<file path="config.mk">
export PLATFORM = sky130hd
export DESIGN_NAME = pis_div
export DESIGN_NICKNAME = d
export VERILOG_FILES = /design/src/design/pis_pkg.sv /design/src/design/pis_div.sv
export SDC_FILE = /design/constraint.sdc
export NUM_CORES = 1
export LEC_CHECK = 0
export ABC_AREA = 1
export BUFFER_PORTS_ARGS = -buffer_cell sky130_fd_sc_hd__buf_2
export CORE_ASPECT_RATIO = 1.4
export CORE_MARGIN = 4
export CORE_UTILIZATION = 45
export CTS_CLUSTER_DIAMETER = 200
export DETAILED_ROUTE_END_ITERATION = 12
export PLACE_DENSITY_LB_ADDON = 0.05
export SYNTH_ARGS = -nofsm -noshare
export SYNTH_HDL_FRONTEND = slang
export SYNTH_SLANG_ARGS = --single-unit
</file>
<file path="constraint.sdc">
create_clock -name clock -period 7.28 [get_ports clock]
set_input_delay 0.364 -clock clock [delete_from_list [all_inputs] [get_ports clock]]
set_output_delay 0.364 -clock clock [all_outputs]
set_load 0.01 [all_outputs]
</file>
<file path="src/design/pis_pkg.sv">
// shared types and constants of the price indicator stream unit
package pis_pkg;

   // field widths
   localparam int PRICE_W  = 32;
   localparam int AVG_W    = 48;
   localparam int AVG_FRAC = 16;
   localparam int RSI_W    = 15;

   // stream widths
   localparam int REQ_DATA_W = 32;
   localparam int REQ_USER_W = 1;
   localparam int RSP_DATA_W = 112;
   localparam int RSP_USER_W = 4;

   // result field positions in rsp_tdata
   localparam int SMA_S_LSB = 0;
   localparam int SMA_L_LSB = SMA_S_LSB + PRICE_W;
   localparam int RSI_LSB   = SMA_L_LSB + PRICE_W;
   localparam int VOL_LSB   = RSI_LSB + RSI_W;

   // result flag positions in rsp_tuser
   localparam int SMA_S_VLD = 0;
   localparam int SMA_L_VLD = 1;
   localparam int RSI_VLD   = 2;
   localparam int VOL_VLD   = 3;

   // serial divider sizes
   localparam int DIV_NUM_W = 64;
   localparam int DIV_DEN_W = AVG_W + 1;
   localparam int DIV_CNT_W = $clog2(DIV_NUM_W + 1);

   // full scale of the strength index, 100 in 1/256 units
   localparam logic [RSI_W-1:0] RSI_FULL = 15'd25600;

   typedef enum logic [3:0] {
      ST_IDLE,
      ST_DIV_LOAD,
      ST_DIV_RUN,
      ST_SCAN,
      ST_DRAIN,
      ST_SQ_MUL,
      ST_VAR,
      ST_SQRT,
      ST_OUT
   } seq_state_type;

   typedef enum logic [2:0] {
      OP_GAIN,
      OP_LOSS,
      OP_VOL,
      OP_SMA_S,
      OP_SMA_L,
      OP_RSI
   } div_op_type;

endpackage

</file>
<file path="src/design/pis_div.sv">
// bit-serial restoring divider, one quotient bit per cycle
module pis_div (
   input  logic                          clock,
   input  logic                          reset,
   input  logic                          start,
   input  logic [pis_pkg::DIV_NUM_W-1:0] num,
   input  logic [pis_pkg::DIV_DEN_W-1:0] den,
   output logic                          done,
   output logic [pis_pkg::DIV_NUM_W-1:0] quot
);
   import pis_pkg::*;

   logic [DIV_NUM_W-1:0] num_ff;
   logic [DIV_DEN_W-1:0] den_ff;
   logic [DIV_DEN_W-1:0] rem_ff;
   logic [DIV_CNT_W-1:0] cnt_ff;
   logic                 busy_ff;
   logic                 done_ff;
   logic [DIV_DEN_W:0]   shift;
   logic [DIV_DEN_W:0]   diff;
   logic                 take;

   // trial subtract of the divisor from the shifted remainder
   always_comb begin
      shift = {rem_ff, num_ff[DIV_NUM_W-1]};
      diff  = shift - {1'b0, den_ff};
      take  = shift >= {1'b0, den_ff};
   end

   // iteration control
   always_ff @(posedge clock) begin
      if (reset) begin
         busy_ff <= 1'b0;
         done_ff <= 1'b0;
         cnt_ff  <= '0;
      end else begin
         done_ff <= 1'b0;
         if (start) begin
            busy_ff <= 1'b1;
            cnt_ff  <= DIV_CNT_W'(DIV_NUM_W);
         end else if (busy_ff) begin
            cnt_ff <= cnt_ff - 1'b1;
            if (cnt_ff == DIV_CNT_W'(1)) begin
               busy_ff <= 1'b0;
               done_ff <= 1'b1;
            end
         end
      end
   end

   // dividend shifts out, quotient bits shift in
   always_ff @(posedge clock) begin
      if (start) begin
         num_ff <= num;
         den_ff <= den;
         rem_ff <= '0;
      end else if (busy_ff) begin
         rem_ff <= take ? diff[DIV_DEN_W-1:0] : shift[DIV_DEN_W-1:0];
         num_ff <= {num_ff[DIV_NUM_W-2:0], take};
      end
   end

   assign done = done_ff;
   assign quot = num_ff;

endmodule

</file>
* Word-level counts from Yosys, hierarchy flattened *
Cells that the tools add are included.

storage, ports and cells
  bits in registers = 171
  bits in latches = 0
  RAM bits = 0
  memory bits (read-only) = 0
  input bits = 116
  output and inout port bits = 65
  logic and storage cells = 24
  memories kept = 0

cells by class
  $add $sub $neg = 2
  $mul = 0
  divide/modulo/power cells = 0
  order comparisons = 1
  eq/ne operators = 1
  shift operators = 0
  muxes and demuxes = 9
  bitwise gates (word level) = 1
  reductions and logical operators = 3

operators with widths
  operator                                                             count
  64-bit 2-to-1 mux                                                    2
  50-bit by 49-bit >= comparator with 1-bit output                     1
  49-bit 2-to-1 mux                                                    1
  49-bit subtractor                                                    1
  7-bit 2-to-1 mux                                                     2
  7-bit by 1-bit == test with 1-bit output (second input constant)     1
  7-bit by 1-bit subtractor with 7-bit output (second input constant)  1
  1-bit 2-to-1 mux                                                     4
  3-bit OR reduction                                                   1
  2-bit nonzero test                                                   1
  2-bit OR reduction                                                   1
  1-bit NOT                                                            1

* Logic depth before layout (Yosys ltp) *
  depth after elaboration = 4
  gate-level depth with buffers = 17
  gate-level depth less buffers = 17

* Worst setup path after synthesis *
OpenSTA, ideal clock, no wires.

  path type = reg-to-reg
  start point = register busy_ff
  end point = register num_ff[0] (netlist: quot[0]) (enable)
  library setup time = 451 ps
  arrival time = 2,676 ps
  data required time = 6,829 ps
  slack = 4,153 ps
  stages on the path, launching flop included = 5
  buffers on the path = 2
  clock period less this slack = 3,127 ps
  cells stage by stage = dfxtp_1 -> clkbuf_1 -> nor2_1 -> inv_1 -> clkbuf_1

on the way
  longest elaborated chain between the ends = 1

RTL lines
  what                                 RTL line       RTL
  start: declaration                   pis_div.sv:17  logic busy_ff;
  start signal: assignment             pis_div.sv:33  busy_ff <= 1'b0;
  start signal: assignment             pis_div.sv:39  busy_ff <= 1'b1;
  start signal: assignment             pis_div.sv:44  busy_ff <= 1'b0;
  2-bit nonzero test (no source line)  --
  end signal: assignment               pis_div.sv:54  num_ff <= num;
  end signal: assignment               pis_div.sv:59  num_ff <= {num_ff[DIV_NUM_W-2:0], take};
  end: declaration                     pis_div.sv:13  logic [DIV_NUM_W-1:0] num_ff;

No other way between the ends.
A chain may end at the register's enable or synchronous reset.

* Worst setup path in the final report *
  start point = register den_ff[34]
  end point = register rem_ff[9]

on the way
  longest elaborated chain between the ends = 2

RTL lines
  what                                              RTL line       RTL
  start: declaration                                pis_div.sv:14  logic [DIV_DEN_W-1:0] den_ff;
  start signal: assignment                          pis_div.sv:55  den_ff <= den;
  50-bit by 49-bit >= comparator with 1-bit output  pis_div.sv:27  take = shift >= {1'b0, den_ff};
  49-bit 2-to-1 mux                                 pis_div.sv:58  rem_ff <= take ? diff[DIV_DEN_W-1:0] : shift[DIV_DEN_W-1:0];
  end signal: assignment                            pis_div.sv:58
  end: declaration                                  pis_div.sv:15  logic [DIV_DEN_W-1:0] rem_ff;

No other way between the ends.

==> impl_metrics.env <==
export IMPL_power_density_nw_per_um2=183
export IMPL_peakVddDrop_mv=0.156
export IMPL_drive_gt1_frac=0.127
export IMPL_start_util=0.460
export IMPL_final_hold_violation_count=0
export IMPL_grt_ovfl_total=0
export IMPL_status="completed"
export IMPL_track_usage=0.239
export IMPL_antenna_left=0
export IMPL_numPortBuffers=180
export IMPL_yosysMostFrequentCell="nand2_1"
export IMPL_fmax_mhz=309
export IMPL_drt_wirelength_per_cell_um=14.9
export IMPL_seqPwrFrac=0.470
export IMPL_grt_max_degree=81
export IMPL_synth_top_area_share=0.297
export IMPL_cts_root_buf="clkbuf_16"
export IMPL_rsz0062_at_grt="no"
export IMPL_fin_crit_ns=3.24
export IMPL_io_pins=181
export IMPL_worstPathArrival_ns=3.52
export IMPL_worst_setup_path_type="reg2reg"
export IMPL_regArea_um2=4550
export IMPL_antenna_found_initial=1
export IMPL_power_uw=2420
export IMPL_cts_setup_buffers=0
export IMPL_end_kind="register"
export IMPL_maxSlewViolCount=0
export IMPL_critical_path_buf_inv_count=3
export IMPL_dr_total_vias=10500
export IMPL_swShare=0.259
export IMPL_critical_path_top_delay_family="simple AND/OR/NAND/NOR gates"
export IMPL_htreeDepth=4
export IMPL_synthesis_area_um2=11400
export IMPL_multi_input_area_um2=5470
export IMPL_grt_pass1_wl_um=53400
export IMPL_worst_slew_pin_slew_ns=1.10
export IMPL_avgSynthCellArea_um2=6.69
export IMPL_rows=68
export IMPL_p_sw_uw=627
export IMPL_synth_fp_nets=1877
export IMPL_cts_tree="yes"
export IMPL_cts_resized=0
export IMPL_cts_sinks=171
export IMPL_wl_met2_um=17000
export IMPL_syn_inst=1709
export IMPL_met3WireLength_um=1690
export IMPL_viasPerCell=4.78
export IMPL_areaGrowthSynthToFinish_pct=15.7
export IMPL_startpoint_type="register"
export IMPL_synth_edf_count=113
export IMPL_dp_cells=2169
export IMPL_cellLeakagePower_uw=0.00726
export IMPL_finalSetupTns_ns=0
export IMPL_synth_ff_type="edfxtp_1"
export IMPL_dp_hpwl_um=25500
export IMPL_drt_iter0_markers=447
export IMPL_gp_congestion=0.959
export IMPL_fill_cells=2616
export IMPL_yosysWarnings=0
export IMPL_synth_cell_types=34
export IMPL_m1WireLength_um=13000
export IMPL_synth_seq_cells=171
export IMPL_path_max_fanout=52
export IMPL_pwr_share_comb=0.127
export IMPL_cts_max_path_buffers=2
export IMPL_highest_signal_layer="met5"
export IMPL_clock_skew_ns=0.0169
export IMPL_clk_pin_slew_ns=0.07
export IMPL_fp_dieW_um=143
export IMPL_core_um2=24800
export IMPL_clk_latency_ns=0.44
export IMPL_cp_common_cell="nand2_1"
export IMPL_antennaDiodeCount=0
export IMPL_drc=0
export IMPL_finalCritPeriodShare=0.445
export IMPL_postSynth_asyncResetShare=0
export IMPL_path_cells="inv_1 -> ha_1 -> nand2_1 -> nor2_1 -> nand2_1 -> inv_2 -> nand2_1 -> inv_1 -> nand3_4 -> nand2_4 -> nand2_1 -> nand3_1 -> o21ai_0"
export IMPL_fin_hold_ws_ns=0.0950
export IMPL_ys_seq_area_frac=0.398
export IMPL_cp_required_ns=7.56
export IMPL_slowest_stage="nand2_4"
export IMPL_setup_violations_final=0
export IMPL_hold_class="in2reg"
export IMPL_ys_top_cells_by_count="nand2_1 (732), inv_1 (324), nand3_1 (127)"
export IMPL_cts_hold_buf=0
export IMPL_cap_violations=0
export IMPL_internal_power_uw=1800
export IMPL_grt_pass1_vias=10800
export IMPL_relSlewSlack=0.268
export IMPL_synth_largest_area_cell="edfxtp_1"
export IMPL_clkPwrFrac=0.403
export IMPL_first_pass_iters=5
export IMPL_finalWirelength_um=32800
export IMPL_die_h_um=197
export IMPL_final_nets=2041
export IMPL_cts_buffers=17
export IMPL_dieArea_um2=28000
export IMPL_max_stage_delay_ns=0.72
export IMPL_ys_top_cells_by_area="edfxtp_1 (30%), nand2_1 (24%), inv_1 (11%)"
export IMPL_instances_no_fill=2201
==> metal layers <==
layer / global-route usage / vias to the layer above
met5: 0 / -
met4: 0.0845 / 2
met3: 0.0546 / 57
met2: 0.438 / 240
met1: 0.270 / 4663
li1: - / 5553
==> layout make-up <==
class,instances,area share
clock buffer,21,0.0357
clock inverter,11,0.0116
inverter,330,0.0937
multi-input combinational,1169,0.414
sequential,171,0.345
tap,315,0.0298
timing repair buffer,184,0.0706
==> cell usage in the layout, fill, tap and decap left out, types with 2 or more instances in the layout <==
cell and instances:
nand2_1 732, inv_1 322, buf_2 179, nand3_1 127
edfxtp_1 113, nor2_1 97, dfxtp_1 58, ha_1 51
a21oi_1 33, nand3b_1 27, o21ai_0 24, xnor2_1 22
clkbuf_16 18, nand4_1 12, nor3_1 9, inv_2 8
nor2_2 7, and2_1 5, buf_4 5, nor4_1 4
inv_6 4, nor2_4 3, o21bai_1 3, bufinv_16 3
nand3_2 2, xor2_1 2, clkbuf_1 2, clkinvlp_4 2
==> cell families (layout without fill, tap and decap cells) <==
group	Yosys count	in the layout	synth area share
AND/OR/NAND/NOR	1029	1029	0.372
buffers and inverters	369	546	0.124
flip-flops	171	171	0.398
AO/OA/AOI/OAI	64	64	0.0297
adder cells (fa/ha/maj)	52	52	0.0576
XOR/XNOR	24	24	0.0184
==> path summary, 6_finish.rpt <==
check	startpoint	endpoint	slack [ns]	depth (start not counted)
setup reg to reg	den_ff[34]$_DFFE_PP_	rem_ff[9]$_SDFFE_PP0P_	4.04	13
hold reg to reg	rem_ff[18]$_SDFFE_PP0P_	rem_ff[18]$_SDFFE_PP0P_	0.47	2
hold / removal	den[43]	den_ff[43]$_DFFE_PP_	0.09	1
setup / recovery	den_ff[34]$_DFFE_PP_	rem_ff[9]$_SDFFE_PP0P_	4.04	13
==> per-stage QoR <==
stage	instance area (um^2)	setup slack (ns)	utilization
2_1_floorplan	11400	4.15	-
3_3_place_gp	12600	4.01	0.507
3_5_place_dp	12600	3.95	0.507
4_1_cts	13200	3.95	0.532
5_1_grt	13200	3.68	0.532
6_report	13200	4.04	0.532
==> flip-flops by register name (all words and copies together), names as in the netlist <==
register  cells
done          1
rem_ff       49
den_ff       49
busy_ff       1
quot         64
cnt_ff        7
==> worst reg2reg max path, cell delays in order, from the launching register on <==
cell and delay, ns:
edfxtp_1 0.33, inv_1 0.04, ha_1 0.35, nand2_1 0.13, nor2_1 0.27, nand2_1 0.14, inv_2 0.07, nand2_1 0.08
inv_1 0.11, nand3_4 0.51, nand2_4 0.73, nand2_1 0.16, nand3_1 0.08, o21ai_0 0.09
==> power by group through the flow <==
stage / combinational, uW / sequential, uW / clock (uW)
5_1_grt: 351 / 1150 / 1040
3_5_place_dp: 313 / 1160 / 0
4_1_cts: 313 / 1140 / 1000
6_report: 307 / 1140 / 978
2_1_floorplan: 166 / 1180 / 0
3_3_place_gp: 310 / 1160 / 0
Power figures use the tool's default switching activity.
