===== src/design/pis_pkg.sv =====
// shared types and constants of the price indicator stream unit
package pis_pkg;

   // field widths
   localparam int PRICE_W  = 32;
   localparam int AVG_W    = 48;
   localparam int AVG_FRAC = 16;
   localparam int RSI_W    = 15;

   // stream widths
   localparam int REQ_DATA_W = 32;
   localparam int REQ_USER_W = 1;
   localparam int RSP_DATA_W = 112;
   localparam int RSP_USER_W = 4;

   // result field positions in rsp_tdata
   localparam int SMA_S_LSB = 0;
   localparam int SMA_L_LSB = SMA_S_LSB + PRICE_W;
   localparam int RSI_LSB   = SMA_L_LSB + PRICE_W;
   localparam int VOL_LSB   = RSI_LSB + RSI_W;

   // result flag positions in rsp_tuser
   localparam int SMA_S_VLD = 0;
   localparam int SMA_L_VLD = 1;
   localparam int RSI_VLD   = 2;
   localparam int VOL_VLD   = 3;

   // serial divider sizes
   localparam int DIV_NUM_W = 64;
   localparam int DIV_DEN_W = AVG_W + 1;
   localparam int DIV_CNT_W = $clog2(DIV_NUM_W + 1);

   // full scale of the strength index, 100 in 1/256 units
   localparam logic [RSI_W-1:0] RSI_FULL = 15'd25600;

   typedef enum logic [3:0] {
      ST_IDLE,
      ST_DIV_LOAD,
      ST_DIV_RUN,
      ST_SCAN,
      ST_DRAIN,
      ST_SQ_MUL,
      ST_VAR,
      ST_SQRT,
      ST_OUT
   } seq_state_type;

   typedef enum logic [2:0] {
      OP_GAIN,
      OP_LOSS,
      OP_VOL,
      OP_SMA_S,
      OP_SMA_L,
      OP_RSI
   } div_op_type;

endpackage


===== src/design/pis_sqrt.sv =====
// digit-by-digit integer square root, one root bit per cycle
module pis_sqrt #(
   parameter int ROOT_W = 36
) (
   input  logic                  clock,
   input  logic                  reset,
   input  logic                  start,
   input  logic [2*ROOT_W-1:0]   radicand,
   output logic                  done,
   output logic [ROOT_W-1:0]     root
);
   import pis_pkg::*;

   localparam int CNT_W = $clog2(ROOT_W + 1);

   logic [2*ROOT_W-1:0] rad_ff;
   logic [ROOT_W:0]     rem_ff;
   logic [ROOT_W-1:0]   root_ff;
   logic [CNT_W-1:0]    cnt_ff;
   logic                busy_ff;
   logic                done_ff;
   logic [ROOT_W+2:0]   rem_sh;
   logic [ROOT_W+2:0]   trial;
   logic [ROOT_W+2:0]   diff;
   logic                take;

   // bring down two radicand bits and try root*4+1
   always_comb begin
      rem_sh = {rem_ff, rad_ff[2*ROOT_W-1 -: 2]};
      trial  = {1'b0, root_ff, 2'b01};
      diff   = rem_sh - trial;
      take   = rem_sh >= trial;
   end

   // iteration control
   always_ff @(posedge clock) begin
      if (reset) begin
         busy_ff <= 1'b0;
         done_ff <= 1'b0;
         cnt_ff  <= '0;
      end else begin
         done_ff <= 1'b0;
         if (start) begin
            busy_ff <= 1'b1;
            cnt_ff  <= CNT_W'(ROOT_W);
         end else if (busy_ff) begin
            cnt_ff <= cnt_ff - 1'b1;
            if (cnt_ff == CNT_W'(1)) begin
               busy_ff <= 1'b0;
               done_ff <= 1'b1;
            end
         end
      end
   end

   // root and remainder update
   always_ff @(posedge clock) begin
      if (start) begin
         rad_ff  <= radicand;
         rem_ff  <= '0;
         root_ff <= '0;
      end else if (busy_ff) begin
         rad_ff  <= {rad_ff[2*ROOT_W-3:0], 2'b00};
         rem_ff  <= take ? diff[ROOT_W:0] : rem_sh[ROOT_W:0];
         root_ff <= {root_ff[ROOT_W-2:0], take};
      end
   end

   assign done = done_ff;
   assign root = root_ff;

endmodule

===== config.mk =====
export PLATFORM = sky130hd
export DESIGN_NAME = pis_sqrt
export DESIGN_NICKNAME = d
export VERILOG_FILES = /design/src/design/pis_pkg.sv /design/src/design/pis_sqrt.sv
export SDC_FILE = /design/constraint.sdc
export NUM_CORES = 1
export LEC_CHECK = 0
export ABC_AREA = 0
export BUFFER_PORTS_ARGS = -buffer_cell sky130_fd_sc_hd__buf_4
export CORE_MARGIN = 4
export CORE_UTILIZATION = 40
export DETAILED_ROUTE_END_ITERATION = 8
export GPL_ROUTABILITY_DRIVEN = 0
export SLEW_MARGIN = 20
export SYNTH_ARGS = -nofsm -noshare
export SYNTH_HDL_FRONTEND = slang
export SYNTH_SLANG_ARGS = --single-unit

===== constraint.sdc =====
create_clock -name clock -period 3.5 [get_ports clock]
set_input_delay 0.7 -clock clock [delete_from_list [all_inputs] [get_ports clock]]
set_output_delay 0.7 -clock clock [all_outputs]
set_load 0.03 [all_outputs]

# After elaboration in Yosys (flattened, before gate mapping)

Cells that the tools add are included.

Register bits: 153
Latch bits: 0
Bits in writable memories: 0
ROM bits: 0
Bits of input ports: 75
Output and inout bits: 37
Memories kept: 0

$add $sub $neg: 2
Multipliers: 0
Divide/modulo/power cells: 0
Order comparisons: 1
Equality and inequality tests: 1
Shift-type cells: 0
Muxes and demuxes: 9
Bitwise logic cells: 1
Reduce and logical (&&, ||, !) cells: 3

Operator list:

| operator                                            | number |
|---|---|
| two-way mux 72 bit                                  | 2 |
| greater-or-equal comparator 39 x 38 -> 1 bit        | 1 |
| two-way mux 37 bit                                  | 1 |
| subtractor 37 bit                                   | 1 |
| two-way mux 6 bit                                   | 2 |
| equality test 6 x 1 -> 1 bit, second input constant | 1 |
| subtractor 6 x 1 -> 6 bit, second input constant    | 1 |
| two-way mux 1 bit                                   | 4 |
| OR reduction 3 bit                                  | 1 |
| nonzero test 2 bit                                  | 1 |
| OR reduction 2 bit                                  | 1 |
| NOT 1 bit                                           | 1 |

# Longest topological paths before layout

Gate-level depths: netlist (run 1).

Word-level depth: 4
Depth in mapped cells: 13
Gate-level depth less buffers: 11

# Least setup slack after synthesis (run 1)

OpenSTA, ideal clock, no wires.

Path type: register to register
From: register root_ff[27], in the netlist root[27]
To: register rem_ff[11]
Library setup time: 0.091 ns
Arrival time: 2.893 ns
Setup slack: 0.516 ns
Stages on the path, launching flop included: 13
Buffers on the path: 2
Clock period less this slack: 2.984 ns
Cell sequence: dfxtp_1 > inv_1 > ha_1 > buf_2 > and4_1 > and2_1 > nand3_2 > or3_1 > o21a_1 > o21a_1 > buf_6 > or3_1 > a311oi_1

Cells in the longest elaborated chain, start to end: 2

RTL lines:

| what                                         | RTL line       | RTL |
|---|---|---|
| from (decl)                                  | pis_sqrt.sv:18 | `logic [ROOT_W-1:0] root_ff;` |
| from (signal assigned)                       | pis_sqrt.sv:65 | `root_ff <= {root_ff[ROOT_W-2:0], take};` |
| greater-or-equal comparator 39 x 38 -> 1 bit | pis_sqrt.sv:32 | `take = rem_sh >= trial;` |
| two-way mux 37 bit                           | pis_sqrt.sv:64 | `rem_ff <= take ? diff[ROOT_W:0] : rem_sh[ROOT_W:0];` |
| to (signal assigned)                         | pis_sqrt.sv:64 |  |
| to (decl)                                    | pis_sqrt.sv:17 | `logic [ROOT_W:0] rem_ff;` |

Every way passes these cells.
A chain may end at the register's enable or synchronous reset.

# Final worst setup path (run 1)

From: register root_ff[26], in the netlist root[26]
To: register rem_ff[28]

Cells in the longest elaborated chain, start to end: 2
Elaborated cells on any way between the ends: 3

RTL lines:

| what                                                                                     | RTL line |
|---|---|
| subtractor 37 bit / greater-or-equal comparator 39 x 38 -> 1 bit (equally long branches) | pis_sqrt.sv:31, pis_sqrt.sv:32 |
| two-way mux 37 bit (*)                                                                   | pis_sqrt.sv:64 |

Every way passes the cells marked *; elsewhere a longest branch is shown, timed or not.

==> flow_summary.rst, run 1 <==
.. list-table::
   :header-rows: 1

   * - Metric
     - Value
   * - Result of the run
     - complete, no violations
   * - I/O Buffers
     - 111
   * - Critical Path Fanout Max
     - 14
   * - Initial cell density of the core
     - 0.410
   * - Number of slew-limit violations in the final report
     - 0
   * - Seq/Total Area, Yosys
     - 0.451
   * - Buffer levels on the longest clock path
     - 2
   * - Chain of cells forming the critical path
     - inv_1 -> ha_1 -> and4_1 -> and2_1 -> nand3_2 -> or3_1 -> o21a_1 -> o21a_1 -> buf_4 -> nor2_1 -> mux2i_1 -> a311oi_1
   * - Initial DRT Pass Iterations
     - 5
   * - Number of synthesized flops with an enable pin
     - between 70 and 80
   * - Average cell area after synthesis
     - 9.93 sq um
   * - Synth Cell Area
     - 8380 sq um
   * - Kind of end point of the critical path
     - register
   * - Launching element of the worst setup path
     - root[26]
   * - Final nets
     - 1051
   * - Fin Setup TNS
     - 0 ns
   * - Hold Fails Final Rpt
     - 0
   * - #FFs+latches synth
     - 153
   * - Fill cell total of the finished layout
     - 1996
   * - Maximum number of pins on one net before global-route repair
     - 64
   * - Clk sinks
     - approximately 150
   * - Post-route minimum period
     - 3.06 ns
   * - CP peak stage delay
     - 0.47 ns
   * - Clock latency at the later pin of the worst-skew pair
     - 0.43 ns
   * - Via count of the first global-routing pass
     - 6501
   * - Fin Clk Skew
     - 0.0105 ns
   * - Initial antenna violation count
     - 0
   * - Via Count
     - 6316
   * - Area occupied by multi-input gates
     - around 4200 sq um
   * - Endpoints failing setup
     - 0
   * - Net count after synthesis
     - between 900 and 1000
   * - Die Wd
     - 153 um
   * - Routed wire length
     - 18500 um
   * - Floorplan row count
     - 52
   * - Residual overflow from global routing
     - 0
   * - Achievable Freq
     - 327 MHz
   * - Final cell count without fillers
     - 1219
   * - Floorplan die height
     - 153 um
   * - Clock buffers created by TritonCTS
     - 17
   * - Number of instances resized during post-cts repair
     - 0
   * - First-pass GRT wire length
     - 31700 um
   * - Setup repair after global routing missed its margin
     - no
   * - Mapped Cells
     - 844
   * - Full die area
     - between 20000 and 25000 sq um
   * - Hold Path Class
     - reg2reg
   * - Initial drt markers
     - 307
   * - Power per cell area
     - 659 nW/um^2
   * - Post-layout util
     - 0.494
   * - Share of flip-flops with an asynchronous set or reset
     - 0
   * - Worst-margin pin slew
     - 0.757 ns
   * - CTS Hold Bufs
     - 0
   * - Post-Place Cells
     - 1187
   * - Area taken by flip-flops and latches
     - 3790 sq um
   * - Most frequent CP cell
     - sky130_fd_sc_hd__o21a_1
   * - Synthesis warning total
     - 0
   * - CP Launch Type
     - register
   * - Count of buffer and inverter cells on the critical path
     - 2
   * - Commonest cells after routing, fill and taps aside
     - sky130_fd_sc_hd__buf_4, sky130_fd_sc_hd__nor2_1, sky130_fd_sc_hd__nand2_1, sky130_fd_sc_hd__dfxtp_1
   * - Max-cap violations
     - 0
   * - Total routing resource utilization after global routing
     - 0.161
   * - H-tree Lvls
     - 4
   * - Share of cells above drive strength 1
     - 0.253
   * - Commonest non-fill, non-tap cell in the layout
     - sky130_fd_sc_hd__buf_4
   * - Count of unique library cells instantiated by Yosys
     - 56
   * - IR Drop Worst-Case VDD
     - 0.412 mV
   * - Area grow syn2layout
     - 20.4%
   * - Signal arrival time at the worst endpoint
     - 3.39 ns
   * - Library cell contributing the largest single delay on the critical path
     - sky130_fd_sc_hd__ha_1
   * - Critical path class
     - reg2reg
   * - Post-route design area
     - 10100 sq um
   * - Share of the clock period used by the worst path
     - 0.874
   * - WL per Instance
     - approximately 15 um
   * - Final Total Pwr
     - 6.65 mW
   * - Data required time of the worst path
     - 3.83 ns
   * - Number of nets still failing antenna checks after routing
     - 0
   * - Kind of cell adding the most delay to the critical path
     - simple AND/OR/NAND/NOR gates
   * - Hold_sp
     - cnt_ff[1]
   * - Clock slew seen by the registers of the worst setup and hold paths
     - 0.07 ns
   * - DRC violations left
     - 0
   * - Post-DR vias/cell
     - 5.18
   * - Placed inst area
     - 9500 sq um
   * - Clk root buf
     - sky130_fd_sc_hd__clkbuf_16
   * - Top Ports
     - 112
   * - Synth Flop Type
     - sky130_fd_sc_hd__dfxtp_1
   * - Detailed Place HPWL
     - around 13000 um
   * - Count of buffers added by post-CTS timing repair for setup
     - 0
   * - Number of antenna cells inserted
     - 0
   * - Crit Reg-Reg Startpoint
     - root[26]
   * - Leakage dissipation
     - 3.99 nW
   * - Core region area
     - 20400 sq um
   * - Worst-case register-to-register setup slack
     - 0.44 ns
   * - Clock tree from TritonCTS
     - built
   * - Tightest slew margin relative to the limit
     - 0.496
sequential cells by signal (all words and copies together), names as in the netlist:
register  count
busy_ff       1
cnt_ff        6
done          1
rad_ff       72
rem_ff       37
root         36
cells in the mapped netlist, types with 7 or more instances:
cell type	n	area, sq um
sky130_fd_sc_hd__a21o_1	9	67.6
sky130_fd_sc_hd__a21oi_1	48	240
sky130_fd_sc_hd__a311oi_1	32	280
sky130_fd_sc_hd__clkbuf_1	42	158
sky130_fd_sc_hd__dfxtp_1	81	1620
sky130_fd_sc_hd__edfxtp_1	72	2160
sky130_fd_sc_hd__ha_1	40	500
sky130_fd_sc_hd__inv_1	47	176
sky130_fd_sc_hd__mux2_2	72	811
sky130_fd_sc_hd__mux2i_1	37	370
sky130_fd_sc_hd__nand2_1	80	300
sky130_fd_sc_hd__nand2b_1	7	43.8
sky130_fd_sc_hd__nand3_1	8	40.0
sky130_fd_sc_hd__nand4_1	11	68.8
sky130_fd_sc_hd__nor2_1	93	349
sky130_fd_sc_hd__o21a_1	7	52.6
sky130_fd_sc_hd__o21ai_0	20	100
sky130_fd_sc_hd__o21bai_1	8	60.1
sky130_fd_sc_hd__xnor2_1	24	210
sky130_fd_sc_hd__xor2_1	11	96.3
kinds of logic (layout without fill, tap and decap cells):
family | after synthesis | count (layout) | share of synthesized area
and+or+nand+nor | 241 | 241 | 0.129
AOI/OAI and AO/OA | 165 | 165 | 0.135
DFF | 153 | 153 | 0.451
muxes | 109 | 109 | 0.141
buffers and inverters | 101 | 206 | 0.0469
adders and majority gates | 40 | 40 | 0.0597
xor gates and xnor gates | 35 | 35 | 0.0366
final timing paths:
kind / end / cells past startpoint
setup reg to reg: rem_ff[28] / 12
hold reg to reg: cnt_ff[1] / 2
setup / recovery: rem_ff[28] / 12
hold / removal: cnt_ff[1] / 2
layout make-up:
| cell class | count | area share |
|---|---|---|
| Multi-Input combinational cell | 590 | 0.417 |
| Sequential cell | 153 | 0.375 |
| Timing Repair Buffer | 127 | 0.0982 |
| Clock buffer | 17 | 0.0422 |
| Tap cell | 270 | 0.0335 |
| Inverter | 47 | 0.0175 |
| Clock inverter | 15 | 0.0164 |
tightest hold or removal path: cells and delay by family (launching register included):
kind               cells  cell delay, ns
AOI/OAI and AO/OA      1            0.05
DFF                    1            0.31
and+or+nand+nor        1            0.07
through the flow:
step | setup slack (ns) | hold slack, ns
CTS | 0.441 | 0.486
global placement | 0.522 | 0.470
finish | 0.442 | 0.482
global route | 0.227 | 0.491
detailed placement | 0.477 | 0.483
floorplan | 0.516 | 0.457
routing by layer:
layer  routed length, um  track usage
met5                   0            0
met4                 221       0.0429
met2                8530        0.259
met1                8410        0.207
met3                1380       0.0585
report_power, final:
group          switching [mW]  internal, mW  total (mW)  leakage, nW
Sequential              0.105          2.08        2.19         1.39
Clock                   0.877         0.964        1.84        0.289
Combinational            1.49          1.13        2.62         2.31
Note: power is estimated with default switching activity, not from simulation.
==> run 2, diff against run 1 <==
CORE_UTILIZATION = 58   (was 40)
PLACE_DENSITY = 0.8   (was not set)
==> run 2 against run 1 <==
Sequential share of layout area is 0.59 points higher. Sequential power about the same. Combinational power is 3% lower. Total power down 0.58%. Hold slack better by 0.014 ns. Maximum frequency fell by 0.20%. Clock power rose by 2%. Register-to-register slack is essentially flat. Non-clock buffer count is 5 lower. Wire length is 2.9% lower. Clock skew decreased by 0.0033 ns. Count of clock-buffer cells in the layout stayed put. Largest cell class unchanged. Largest power group unchanged. Highest routed layer unchanged.
==> flow_summary.rst, run 2 (same netlist as run 1, synthesis figures left out) <==
.. list-table::
   :header-rows: 1

   * - Metric
     - Value
   * - Final nets
     - between 1000 and 1500
   * - Worst-case register-to-register setup slack
     - 0.44 ns
   * - H-tree Lvls
     - 4
   * - Chain of cells forming the critical path
     - inv_1 -> ha_1 -> and4_1 -> and2_1 -> nand3_2 -> or3_1 -> o21a_1 -> o21ai_2 -> buf_4 -> nand4b_1 -> mux2_2 -> a21oi_1
   * - Clk sinks
     - ~150
   * - Initial antenna violation count
     - 0
   * - Initial cell density of the core
     - 0.597
   * - Hold Path Class
     - reg2reg
   * - DRC violations left
     - 0
   * - Share of cells above drive strength 1
     - 0.247
   * - Crit Reg-Reg Startpoint
     - root[26]
   * - CP peak stage delay
     - 0.45 ns
   * - Number of instances resized during post-cts repair
     - 0
   * - Clock latency at the later pin of the worst-skew pair
     - 0.43 ns
   * - Buffer levels on the longest clock path
     - 2
   * - Total routing resource utilization after global routing
     - 0.224
   * - Count of buffer and inverter cells on the critical path
     - 2
   * - Initial DRT Pass Iterations
     - 4
   * - Routed wire length
     - 18000 um
   * - Data required time of the worst path
     - 3.85 ns
   * - Fill cell total of the finished layout
     - around 1100
   * - Number of cells on the critical path
     - 12
   * - Termination of the worst setup path
     - rem_ff[36]
   * - Signal arrival time at the worst endpoint
     - 3.42 ns
   * - Floorplan die height
     - 128 um
   * - Kind of cell adding the most delay to the critical path
     - simple AND/OR/NAND/NOR gates
   * - Residual overflow from global routing
     - 0
   * - Launching element of the worst setup path
     - root[26]
   * - Result of the run
     - complete, no violations
   * - Clock slew seen by the registers of the worst setup and hold paths
     - 0.06 ns
   * - Critical Path Fanout Max
     - 24
   * - Kind of end point of the critical path
     - register
   * - WL per Instance
     - 16.0 um
   * - Hold Fails Final Rpt
     - 0
   * - Max-cap violations
     - 0
   * - Placed inst area
     - around 9300 sq um
   * - Maximum number of pins on one net before global-route repair
     - 80
   * - Post-layout util
     - 0.707
   * - Met3 Track Usage GR
     - 0.0800
   * - Full die area
     - 16400 sq um
   * - Count of buffers added by post-CTS timing repair for setup
     - 0
   * - I/O Buffers
     - 111
   * - First-pass GRT wire length
     - 29900 um
   * - Endpoints failing setup
     - 0
   * - Register containing the most flip-flops in the final layout
     - rad_ff
   * - Via Count
     - 6399
   * - Worst-margin pin slew
     - 0.582 ns
   * - Fin Setup TNS
     - 0 ns
   * - CTS Hold Bufs
     - 0
   * - Number of slew-limit violations in the final report
     - 0
   * - Commonest cells after routing, fill and taps aside
     - sky130_fd_sc_hd__buf_4, sky130_fd_sc_hd__nor2_1, sky130_fd_sc_hd__nand2_1, sky130_fd_sc_hd__dfxtp_1
   * - Fin Clk Skew
     - 0.00723 ns
   * - Number of antenna cells inserted
     - 0
   * - Most Used Layer, Global Route
     - met2
   * - Core region area
     - 14000 sq um
   * - Clock tree from TritonCTS
     - built
   * - Cell depth of the worst flop-to-flop path
     - 12
   * - Share of the clock period used by the worst path
     - 0.875
   * - Initial drt markers
     - 507
   * - Post-route design area
     - 9930 sq um
   * - Clk root buf
     - sky130_fd_sc_hd__clkbuf_16
   * - Flip-flop count of the largest register, all copies and words added
     - 72
   * - Number of nets still failing antenna checks after routing
     - 0
   * - Area grow syn2layout
     - 18.5%
   * - Library cell contributing the largest single delay on the critical path
     - sky130_fd_sc_hd__ha_1
   * - IR Drop Worst-Case VDD
     - ~0.4 mV
   * - Tightest slew margin relative to the limit
     - 0.612
   * - Top Ports
     - 112
   * - Met1 track demand over resource in global routing
     - 0.291
   * - Terminus of the critical flop-to-flop path
     - rem_ff[36]
   * - Leakage dissipation
     - 3.96 nW
   * - Detailed Place HPWL
     - about 12000 um
   * - Fraction of met2 tracks used by global routing
     - 0.350
   * - Critical path class
     - reg2reg
   * - Via count of the first global-routing pass
     - 6153
   * - Floorplan row count
     - 43
   * - CP Launch Type
     - register
   * - Setup repair after global routing missed its margin
     - no
   * - Post-DR vias/cell
     - 5.70
   * - Post-route minimum period
     - slightly above 3 ns
   * - Achievable Freq
     - 326 MHz
   * - Clock buffers created by TritonCTS
     - 17
   * - Die Wd
     - 128 um
   * - Power per cell area
     - 666 nW/um^2
   * - Commonest non-fill, non-tap cell in the layout
     - sky130_fd_sc_hd__buf_4
==> run 2: cell count changes in the layout (fill, tap and decap cells not counted), sizes merged <==
cell,previous run,this run
clkinv,4,6
bufinv,0,3
inv,57,51
buf,127,122
==> run 2: routing by layer <==
layer,wire (um),up-vias,share of wire
met5,0,-,0
met4,174,0,0.0097
met3,1320,13,0.074
met2,8480,149,0.47
met1,8020,3029,0.45
li1,-,3208,-
==> run 2: final cells by class <==
cell class              count  area (sq um)  area share
repair buffers            122           941      0.0947
inverters                  47           176      0.0178
well taps                 180           225      0.0227
clock inverters            14           171      0.0173
flip-flops and latches    153          3790       0.381
multi-input cells         590          4210       0.423
clock buffers              17           425      0.0428
==> run 2: through the flow <==
stage / std cells / hold WS [ns] / setup WS [ns] / total power, mW
6_report: 1123 / 0.496 / 0.436 / 6.61
2_1_floorplan: 844 / 0.457 / 0.516 / 4.16
5_1_grt: 1123 / 0.489 / 0.185 / 7.01
3_3_place_gp: 1092 / 0.473 / 0.516 / 4.69
4_1_cts: 1123 / 0.482 / 0.447 / 6.63
3_5_place_dp: 1092 / 0.488 / 0.458 / 4.72
==> run 2: worst min-delay path: cells and delay by family (launching register included) <==
family | cells | cell delay, ns
flops | 1 | 0.32
compound gates | 1 | 0.07
simple gates | 1 | 0.06
==> run 2: worst min path at each step <==
stage / startpoint / endpoint / slack, ns / cells past startpoint
global route: reset / busy_ff / 0.49 / 2
global placement: cnt_ff[1] / cnt_ff[1] / 0.47 / 2
detailed placement: rem_ff[15] / rem_ff[17] / 0.49 / 2
CTS: reset / busy_ff / 0.48 / 2
floorplan: cnt_ff[1] / cnt_ff[1] / 0.46 / 2
finish: rem_ff[17] / rem_ff[19] / 0.50 / 2
==> run 2: report_power, final <==
part	internal [mW]	switching [mW]	leakage (nW)
Combinational	1.07	1.46	2.28
Clock	1.12	0.756	0.293
Sequential	2.08	0.122	1.39
==> run 3, diff against run 2 <==
ABC_AREA = 1   (was 0)
CORE_UTILIZATION = 59   (was 58)
PLACE_DENSITY = 0.81   (was 0.8)
==> run 3 against run 2 <==
Clock skew grew 0.0090 ns. Flip-flop and latch count stayed put. Synthesized area rose by 8.9%. Design area is 7.5% higher. Count of clock-buffer cells in the layout rose by 1. Total power up 49%. Largest cell class unchanged. Largest power group unchanged.
==> flow_summary.rst, run 3 <==
.. list-table::
   :header-rows: 1

   * - Metric
     - Value
   * - Share of the clock period used by the worst path
     - 0.773
   * - Instance count along the most critical hold path
     - 2
   * - Clock buffers created by TritonCTS
     - 17
   * - Count of unique library cells instantiated by Yosys
     - 37
   * - Max-cap violations
     - 0
   * - Average cell area after synthesis
     - 6.82 sq um
   * - Number of antenna cells inserted
     - 0
   * - Leading cell types by total area after synthesis
     - sky130_fd_sc_hd__nand2_1, sky130_fd_sc_hd__edfxtp_1, sky130_fd_sc_hd__dfxtp_1, sky130_fd_sc_hd__inv_1, sky130_fd_sc_hd__ha_1
   * - Floorplan die height
     - 132 um
   * - Kind of end point of the critical path
     - register
   * - First-pass GRT wire length
     - around 38000 um
   * - Endpoints failing setup
     - 0
   * - Setup repair after global routing missed its margin
     - no
   * - Number of nets still failing antenna checks after routing
     - 0
   * - Achievable Freq
     - 370 MHz
   * - Count of buffers added by post-CTS timing repair for setup
     - 0
   * - Area share of the largest cell type after synthesis
     - 0.257
   * - Synth Flop Type
     - sky130_fd_sc_hd__dfxtp_1
   * - Buffer levels on the longest clock path
     - 2
   * - Portion of total power attributed to sequential cells
     - 0.227
   * - Signal arrival time at the worst endpoint
     - 3.09 ns
   * - Worst-margin pin slew
     - 0.855 ns
   * - Initial DRT Pass Iterations
     - 5
   * - Synthesis warning total
     - 0
   * - Yosys top cell by area
     - sky130_fd_sc_hd__nand2_1
   * - Power per cell area
     - 924 nW/um^2
   * - Placed inst area
     - approximately 10000 sq um
   * - Post-route design area
     - 10700 sq um
   * - Area grow syn2layout
     - 17.0%
   * - Mapped Cells
     - 1339
   * - DRC violations left
     - 0
   * - Logic gate share of total power
     - 0.583
   * - Seq/Total Area, Yosys
     - 0.414
   * - Most common library cells after synthesis
     - sky130_fd_sc_hd__nand2_1, sky130_fd_sc_hd__inv_1, sky130_fd_sc_hd__dfxtp_1
   * - Full die area
     - 17500 sq um
   * - Number of instances resized during post-cts repair
     - 0
   * - Via count of the first global-routing pass
     - 8362
   * - Commonest non-fill, non-tap cell in the layout
     - sky130_fd_sc_hd__nand2_1
   * - Hold Fails Final Rpt
     - 0
   * - Clock tree from TritonCTS
     - built
   * - Internal Pwr Total
     - 5.00 mW
   * - CTS Hold Bufs
     - 0
   * - #FFs+latches synth
     - 153
   * - Final cell count without fillers
     - ~1600
   * - Clock latency at the later pin of the worst-skew pair
     - 0.45 ns
   * - Clk sinks
     - about 150
   * - Worst-case register-to-register setup slack
     - 0.79 ns
   * - Commonest cells after routing, fill and taps aside
     - sky130_fd_sc_hd__nand2_1, sky130_fd_sc_hd__inv_1, sky130_fd_sc_hd__buf_4, sky130_fd_sc_hd__dfxtp_1, sky130_fd_sc_hd__nand3_1
   * - Hold_sp
     - reset
   * - Fin Clk Skew
     - roughly 0.016 ns
   * - Initial cell density of the core
     - 0.601
   * - WHS Endpoint
     - busy_ff
   * - Synth Cell Area
     - 9130 sq um
   * - Initial drt markers
     - 675
   * - Critical path class
     - reg2reg
   * - Tightest slew margin relative to the limit
     - 0.429
   * - Residual overflow from global routing
     - 0
   * - Post-layout util
     - 0.703
   * - Die Wd
     - 132 um
   * - Top Ports
     - 112
   * - Final nets
     - 1555
   * - Initial antenna violation count
     - 0
   * - Net switching share of the total power
     - 0.494
   * - Hold Path Class
     - in2reg
   * - Maximum number of pins on one net before global-route repair
     - 57
   * - Share of cells above drive strength 1
     - 0.116
   * - Leakage dissipation
     - 5.72 nW
   * - Cell depth of the worst flop-to-flop path
     - 14
   * - Result of the run
     - complete, no violations
   * - Critical Path Fanout Max
     - 42
   * - IR Drop Worst-Case VDD
     - slightly below 0.6 mV
   * - Share of flip-flops with an asynchronous set or reset
     - 0
   * - Core region area
     - 15200 sq um
   * - Crit path setup slack, layout
     - 0.795 ns
   * - Total routing resource utilization after global routing
     - 0.265
   * - Number of slew-limit violations in the final report
     - 0
   * - Via Count
     - 8665
   * - Data required time of the worst path
     - 3.88 ns
   * - Post-DR vias/cell
     - 5.28
   * - Switching power summed over all nets
     - 4.87 mW
   * - Clock slew seen by the registers of the worst setup and hold paths
     - around 0.07 ns
   * - Crit Reg-Reg Startpoint
     - root[18]
   * - Flip-flop count of the largest register, all copies and words added
     - 72
   * - H-tree Lvls
     - 4
   * - Post-Place Cells
     - 1609
   * - Detailed Place HPWL
     - 16600 um
   * - Fin Setup TNS
     - 0 ns
   * - Register containing the most flip-flops in the final layout
     - rad_ff
   * - Terminus of the critical flop-to-flop path
     - rem_ff[29]
   * - Floorplan row count
     - 45
   * - Clk root buf
     - sky130_fd_sc_hd__clkbuf_16
   * - Post-route minimum period
     - approximately 2.7 ns
   * - Worst-case setup slack after placement
     - approximately 0.85 ns
   * - I/O Buffers
     - 111
   * - Power share of the clock group
     - 0.189
   * - WL per Instance
     - 13.9 um
   * - Number of synthesized flops with an enable pin
     - 72
   * - Net count after synthesis
     - 1454
   * - CP Launch Type
     - register
   * - Routed wire length
     - 22900 um
   * - Cell with the most instances after synthesis
     - sky130_fd_sc_hd__nand2_1
==> run 3: cell count changes in the layout (fill, tap and decap cells not counted), sizes merged, moves of 23 or more <==
cell and delta:
inv +145, nand2 +548, a311oi -32, o22ai +32, mux2i -37, mux2 -72
nand3 +70, xnor2 -23
==> run 3: power by group through the flow <==
stage	combinational (mW)	clock, mW	sequential [mW]
global route	6.43	1.97	2.26
CTS	5.62	1.89	2.24
detailed placement	5.57	0	2.27
floorplan	4.38	0	2.26
global placement	5.48	0	2.27
finish	5.76	1.87	2.24
==> run 3: layout make-up <==
| cell class | instances | area [sq um] |
|---|---|---|
| Multi-Input combinational cell | 959 | 4460 |
| Timing Repair Buffer | 119 | 893 |
| Tap cell | 188 | 235 |
| Sequential cell | 153 | 3780 |
| Inverter | 190 | 716 |
| Clock inverter | 14 | 159 |
| Clock buffer | 18 | 429 |
| Fill cell | 1295 | 4520 |
==> run 3: cells by family (layout without fill, tap and decap cells) <==
| family | Yosys count | in the layout | synth area share |
|---|---|---|---|
| buffers and inverters | 227 | 341 | 0.0973 |
| and+or+nand+nor | 810 | 810 | 0.360 |
| AOI/OAI and AO/OA | 94 | 94 | 0.0593 |
| xor gates and xnor gates | 15 | 15 | 0.0144 |
| DFF | 153 | 153 | 0.414 |
| adders and majority gates | 40 | 40 | 0.0548 |
==> run 3: through the flow <==
| stage | power (mW) | hold WS, ns |
|---|---|---|
| 2_1_floorplan | 6.63 | 0.430 |
| 3_3_place_gp | 7.75 | 0.449 |
| 3_5_place_dp | 7.85 | 0.455 |
| 4_1_cts | 9.75 | 0.408 |
| 5_1_grt | 10.7 | 0.415 |
| 6_report | 9.87 | 0.421 |
==> run 3: worst max-delay path by stage <==
stage             start         end  slack, ns  depth (start not counted)
2_1_floorplan     start   rad_ff[0]      0.008                          3
3_3_place_gp    root[4]  rem_ff[31]       0.92                         16
5_1_grt         root[4]  rem_ff[29]       0.48                         16
6_report       root[18]  rem_ff[29]       0.79                         14
3_5_place_dp    root[4]  rem_ff[34]       0.85                         16
4_1_cts         root[4]  rem_ff[34]       0.83                         16
==> run 3: worst max-delay path: stages (launching register included) <==
cell                      delay, ns
sky130_fd_sc_hd__dfxtp_1       0.32
sky130_fd_sc_hd__inv_1         0.08
sky130_fd_sc_hd__ha_1          0.40
sky130_fd_sc_hd__nand2_1       0.15
sky130_fd_sc_hd__nor2_2        0.22
sky130_fd_sc_hd__nand2_1       0.11
sky130_fd_sc_hd__nor2_1        0.11
sky130_fd_sc_hd__nand2_1       0.13
sky130_fd_sc_hd__nand3_2       0.15
sky130_fd_sc_hd__nand2_4       0.23
sky130_fd_sc_hd__nand2_8       0.33
sky130_fd_sc_hd__nand2_2       0.17
sky130_fd_sc_hd__nand2_1       0.11
sky130_fd_sc_hd__nand2_1       0.05
sky130_fd_sc_hd__nand2_1       0.06
==> run 3: routing by layer <==
layer	routed length, um	GRT usage	vias to the layer above
met5	0	0	-
met3	1670	0.0718	63
li1	-	-	4396
met4	817	0.121	0
met1	9580	0.321	3896
met2	10800	0.443	310
